`src/rtl/core/sot_pkg.sv`:
```
package sot_pkg;

    // Coordinate format: signed 16.16 fixed point.
    localparam int CoordW = 32;
    localparam int FracW  = 16;
    // Integer part of a coordinate difference (33-bit difference, floored).
    localparam int IntW   = CoordW + 1 - FracW;
    localparam int ProdW  = 2 * IntW;
    localparam int CrossW = ProdW + 1;

    typedef logic signed [CoordW-1:0] coord_t;
    typedef logic signed [IntW-1:0]   ipart_t;
    typedef logic signed [ProdW-1:0]  prod_t;

    // Orientation codes: {negative, nonzero}.
    typedef logic [1:0] orient_t;
    localparam orient_t OrientZero = 2'b00;
    localparam orient_t OrientPos  = 2'b01;
    localparam orient_t OrientNeg  = 2'b11;

    // Decisions that are settled before the cross products are known.
    typedef struct packed {
        logic decided;
        logic early;
        logic coll;
    } flags_t;

    // Floored integer parts of the coordinate differences.
    typedef struct packed {
        ipart_t a_sx;
        ipart_t a_sy;
        ipart_t b1_dx;
        ipart_t b1_dy;
        ipart_t b2_dx;
        ipart_t b2_dy;
        ipart_t b_sx;
        ipart_t b_sy;
        ipart_t a1_dx;
        ipart_t a1_dy;
        ipart_t a2_dx;
        ipart_t a2_dy;
        flags_t flags;
    } front_t;

    // Cross product terms: each orientation is p minus q.
    typedef struct packed {
        prod_t  d1_p;
        prod_t  d1_q;
        prod_t  d2_p;
        prod_t  d2_q;
        prod_t  e1_p;
        prod_t  e1_q;
        prod_t  e2_p;
        prod_t  e2_q;
        flags_t flags;
    } prod_s_t;

    // Floor of (a - b) / 2^16, with the difference kept at full width.
    function automatic ipart_t int_part(input coord_t a, input coord_t b);
        logic signed [CoordW:0] diff;
        diff = {a[CoordW-1], a} - {b[CoordW-1], b};
        return diff[CoordW:FracW];
    endfunction

    // Sign of p - q, computed one bit wider than the products.
    function automatic orient_t orient_code(input prod_t p, input prod_t q);
        logic signed [CrossW-1:0] c;
        orient_t code;
        c = {p[ProdW-1], p} - {q[ProdW-1], q};
        if (c[CrossW-1])
        begin
            code = OrientNeg;
        end
        else if (c != '0)
        begin
            code = OrientPos;
        end
        else
        begin
            code = OrientZero;
        end
        return code;
    endfunction

endpackage

```
`src/rtl/core/sot_front.sv`:
```
module sot_front (
    input  logic            clk,
    input  logic            rst_n,
    input  logic            in_valid,
    output logic            in_ready,
    input  sot_pkg::coord_t ax1,
    input  sot_pkg::coord_t ay1,
    input  sot_pkg::coord_t ax2,
    input  sot_pkg::coord_t ay2,
    input  sot_pkg::coord_t bx1,
    input  sot_pkg::coord_t by1,
    input  sot_pkg::coord_t bx2,
    input  sot_pkg::coord_t by2,
    output logic            out_valid,
    input  logic            out_ready,
    output sot_pkg::front_t out_data
);
    import sot_pkg::*;

    logic   valid_reg;
    logic   valid_next;
    front_t data_reg;
    front_t data_next;
    logic   advance;

    logic box_ok;
    logic deg_a;
    logic deg_b;
    logic hit_a;
    logic hit_b;
    logic coll;

    // Endpoint range check along x, or along y when x is constant; a point segment checks px >= sx and py >= sy.
    function automatic logic in_range(input coord_t sx, input coord_t sy,
                                      input coord_t ex, input coord_t ey,
                                      input coord_t px, input coord_t py);
        logic r;
        if (ex > sx)
        begin
            r = (px >= sx) && (px <= ex);
        end
        else if (ex < sx)
        begin
            r = (px >= ex) && (px <= sx);
        end
        else if (ey > sy)
        begin
            r = (py >= sy) && (py <= ey);
        end
        else if (ey < sy)
        begin
            r = (py >= ey) && (py <= sy);
        end
        else
        begin
            r = (px >= sx) && (py >= sy);
        end
        return r;
    endfunction

    // Bounding boxes overlap, edges included.
    always_comb
    begin
        coord_t amin_x;
        coord_t amax_x;
        coord_t amin_y;
        coord_t amax_y;
        coord_t bmin_x;
        coord_t bmax_x;
        coord_t bmin_y;
        coord_t bmax_y;
        amin_x = (ax1 < ax2) ? ax1 : ax2;
        amax_x = (ax1 > ax2) ? ax1 : ax2;
        amin_y = (ay1 < ay2) ? ay1 : ay2;
        amax_y = (ay1 > ay2) ? ay1 : ay2;
        bmin_x = (bx1 < bx2) ? bx1 : bx2;
        bmax_x = (bx1 > bx2) ? bx1 : bx2;
        bmin_y = (by1 < by2) ? by1 : by2;
        bmax_y = (by1 > by2) ? by1 : by2;
        box_ok = (amin_x <= bmax_x) && (amax_x >= bmin_x) &&
                 (amin_y <= bmax_y) && (amax_y >= bmin_y);
    end

    // Degenerate segments match only the other segment's endpoints.
    assign deg_a = (ax1 == ax2) && (ay1 == ay2);
    assign deg_b = (bx1 == bx2) && (by1 == by2);
    assign hit_a = ((ax1 == bx1) && (ay1 == by1)) || ((ax1 == bx2) && (ay1 == by2));
    assign hit_b = ((bx1 == ax1) && (by1 == ay1)) || ((bx1 == ax2) && (by1 == ay2));

    // Collinear fallback: any endpoint within the other segment's range.
    assign coll = in_range(ax1, ay1, ax2, ay2, bx1, by1) ||
                  in_range(ax1, ay1, ax2, ay2, bx2, by2) ||
                  in_range(bx1, by1, bx2, by2, ax1, ay1) ||
                  in_range(bx1, by1, bx2, by2, ax2, ay2);

    // Next stage contents.
    always_comb
    begin
        data_next.a_sx  = int_part(ax2, ax1);
        data_next.a_sy  = int_part(ay2, ay1);
        data_next.b1_dx = int_part(bx1, ax1);
        data_next.b1_dy = int_part(by1, ay1);
        data_next.b2_dx = int_part(bx2, ax1);
        data_next.b2_dy = int_part(by2, ay1);
        data_next.b_sx  = int_part(bx2, bx1);
        data_next.b_sy  = int_part(by2, by1);
        data_next.a1_dx = int_part(ax1, bx1);
        data_next.a1_dy = int_part(ay1, by1);
        data_next.a2_dx = int_part(ax2, bx1);
        data_next.a2_dy = int_part(ay2, by1);
        data_next.flags.decided = !box_ok || deg_a || deg_b;
        data_next.flags.early   = box_ok && (deg_a ? hit_a : hit_b);
        data_next.flags.coll    = coll;
    end

    // Stage advances when empty or when its beat is taken downstream.
    assign advance    = !valid_reg || out_ready;
    assign in_ready   = advance;
    assign valid_next = advance ? in_valid : valid_reg;

    always_ff @(posedge clk or negedge rst_n)
    begin
        if (!rst_n)
        begin
            valid_reg <= 1'b0;
        end
        else
        begin
            valid_reg <= valid_next;
        end
    end

    always_ff @(posedge clk)
    begin
        if (advance && in_valid)
        begin
            data_reg <= data_next;
        end
    end

    assign out_valid = valid_reg;
    assign out_data  = data_reg;

endmodule

```
`config.mk`:
```
export PLATFORM = sky130hd
export DESIGN_NAME = sot_front
export DESIGN_NICKNAME = d
export VERILOG_FILES = /design/src/rtl/core/sot_pkg.sv /design/src/rtl/core/sot_front.sv
export SDC_FILE = /design/constraint.sdc
export NUM_CORES = 1
export LEC_CHECK = 0
export ABC_CLOCK_PERIOD_IN_PS = 11600
export BUFFER_PORTS_ARGS = -buffer_cell sky130_fd_sc_hd__clkbuf_2
export CAP_MARGIN = 20
export CORE_ASPECT_RATIO = 1.25
export CORE_UTILIZATION = 38
export DETAILED_ROUTE_END_ITERATION = 12
export HOLD_SLACK_MARGIN = 0.06
export SETUP_SLACK_MARGIN = 0.5
export SYNTH_ARGS = -nofsm -noshare
export SYNTH_HDL_FRONTEND = slang
export SYNTH_SLANG_ARGS = --single-unit
```
`constraint.sdc`:
```
create_clock -name clk -period 11.6 [get_ports clk]
set_input_delay 2.32 -clock clk [delete_from_list [all_inputs] [get_ports clk]]
set_output_delay 2.32 -clock clk [all_outputs]
set_load 0.05 [all_outputs]
```
==> flow_summary.toml <==
[timing]
setup_ws_ns = 3.08
slew_violations = 0
max_slew.worst_pin.slew_ns = 1.19
period_share_pct = 73.5
rsz0062_at_grt = "no"
fmax_mhz = 117
finClkSkew_ns = 0.00927
tns_ns = 0
final_hold_viol_count = 0
slew_headroom_pct = 20.1
setup_viol = 0
period_minus_slack_ns = 8.52

[hold_path]
hp-class = "flop to flop"

[worst_setup_path]
cp-start-kind = "primary input"
crit_top_cell = "o21a_1"
crit_family = "compound AO/OA/AOI/OAI gates"
required_ns = 11.91
path_class = "primary input to flop"
cp_slowest_stage_delay_ns = 0.73
crit_buf_inv = 3
worst-endpoint-arrival_ns = 8.83
crit_fanout = 42
crit_slowest_cell = "nand3_2"
crit_path_end_kind = "flop"

[global_route]
grt_pass1_wl_mm = 171
grt_use_total_pct = 30.6
top_usage_layer = "met2"
grt_max_degree = 71
grt_antenna_before_repair = 18
use_met3_pct = 4.86
met2_usage_pct = 53.6
met1_usage_pct = 35.3
grt-ovfl-total = 0
grt_pass1_vias = 26414

[clock_network]
cts-buffers-inserted = 24
h-tree-depth = 1
root_buffer = "clkbuf_16"
numClockSinks = 208
cts_resized = 0
insertion_delay_ns = 0.58
hold_buffers = 0
clk_pin_slew_ns = 0.07
clk_path_buf_depth = 3
postCtsSetupRepairBufs = 0
cts_tree = "done"

[synth]
yosys.area_share.adder_pct = 26.1
syn_area_per_cell_sq_um = 8.35
syn_inst = 3375
yosysWarnings = 0
syn_area_sq_um = 28200
synth_seq_area_share_pct = 22.2
syn-num-nets = 4223
synth_enable_flop_cells = 207
synth_compound_area_share_pct = 22.8
synth_seq_cells = 208
synthSimpleGateAreaFrac_pct = 16.5
muxShareOfSynthArea_pct = 2.83
synth_async_sr_flop_share_pct = 0.481
synth_top_family_by_area = "adder cells"
ys.flop_type = "edfxtp_1"
synthXorXnorAreaFrac_pct = 5.04
synth_cell_type_count = 83

[power]
power_density_nw_per_um2 = 116
leakage_nw = 15.4
ir_worst_vdd_mv = 0.116

[floorplan]
initial_core_util_pct = 38.4
die_area_sq_um = 75200
core_area_sq_um = 73300
chipHeight_um = 306
placementRows = 111
pin_count = 469
die_w_um = 246

[placed_design]
place_hpwl_mm = 102
place.gp.congestion = 0.996
portBuffers = 468
dpl_cell_area_sq_um = 31500
pre_cts_ws_ns = 2.62

[cells_and_area]
multi_input_area_sq_um = 20700
fillers = 7524
nNetsFinal = 4651
design_area_sq_um = 32400
area_growth_pct = 14.9
drive_gt1_share_pct = 16.2
final_cell_mix = "ha_1 (588), clkbuf_2 (468), a21oi_1 (381)"
final-seq-area_sq_um = 6240
final_common_cell = "ha_1"

[drt]
drc = 0
ant_nets = 0
routedWlPerCell_um = 24.8
dr.pass1.iters = 6
drt_iter0_markers = 2064
vias = 27603
routed_wl_mm = 119
vias_per_cell = 5.77

[run]
cap_violations = 0

[outcome]
outcome = "finished, final reports clean"
worst paths after layout:
check,cells after the start,slack [ns],startpoint,endpoint
max,26,3.08,bx1[7],out_data[2]
min,2,0.54,out_valid,out_valid
max reg2reg,4,8.89,out_valid,out_data[178]
min reg2reg,2,0.54,out_valid,out_valid
max in group asynchronous,1,10.01,rst_n,out_valid
min in group asynchronous,1,1.51,rst_n,out_valid
worst min-delay path, cell delays in order (launching register included):
cell      delay (ns)
dfrtp_1         0.34
nand2b_1        0.09
nand2b_1        0.08
flip-flops by register name, summed over array words and instances, names as in the netlist:
name	cells
out_data	207
out_valid	1
layout make-up:
type / count / area share (%)
antenna: 9 / 0.0696
clock buffer: 26 / 1.88
clock inverter: 15 / 0.626
inverter: 255 / 2.96
multi-input combinational: 2832 / 63.9
sequential: 208 / 19.3
tap: 960 / 3.71
timing repair buffer: 482 / 7.56
layer usage:
layer / routed length (um) / up-vias
met5: 171 / -
li1: - / 13301
met2: 57700 / 1080
met4: 7230 / 26
met1: 46100 / 12915
met3: 7620 / 281
synthesized netlist by cell type, drive strengths merged (5+ instances only):
master,count,share of area [%]
o31ai,11,0.36
mux2,67,2.7
inv,255,3.4
o211ai,16,0.43
clkbuf,61,0.81
nand2b,42,0.93
a211oi,32,0.85
or3,8,0.18
a221oi,10,0.31
a21boi,8,0.21
a2111oi,16,0.65
o41ai,6,0.21
a21oi,384,6.8
or4,6,0.16
nand3,65,1.2
a211o,10,0.31
o21bai,33,0.88
o21ai,229,4.1
nor4,16,0.36
and3,15,0.33
and2,13,0.29
a31oi,19,0.42
a21o,154,4.1
or2,12,0.27
nor2,323,4.3
nor2b,62,1.4
edfxtp,207,22
o21a,54,1.4
nand2,232,3.1
nor3,63,1.1
xor2,60,1.9
xnor2,102,3.2
ha,588,26
o221ai,5,0.16
nand4,86,1.9
buf,19,0.32
and4,12,0.37
logic make-up (layout without fill, tap and decap cells):
logic type                 count (synthesis)  in the layout
adders and majority gates                588            588
other                                      0              9
buffers and inverters                    335            778
and+or+nand+nor                          976            976
muxes                                     71             71
xor gates and xnor gates                 162            162
DFF                                      208            208
AOI/OAI and AO/OA                       1035           1035
where the power goes:
part,total (mW),internal (mW),switching (mW)
Clock,0.809,0.470,0.339
Sequential,0.988,0.957,0.0316
Combinational,1.95,0.647,1.30
Total,3.74,2.07,1.67
stage by stage:
step | cells | power (mW) | utilization (%) | hold WS, ns
after floorplan | 3375 | 2.32 | - | 1.18
after CTS | 4778 | 3.74 | 44.1 | 0.552
after global placement | 4737 | 2.92 | 43.0 | 0.516
after detailed placement | 4737 | 2.91 | 43.0 | 0.539
final | 4787 | 3.74 | 44.1 | 0.542
after global routing | 4783 | 3.95 | 44.1 | 0.602
Note: power is estimated with default switching activity, not from simulation.
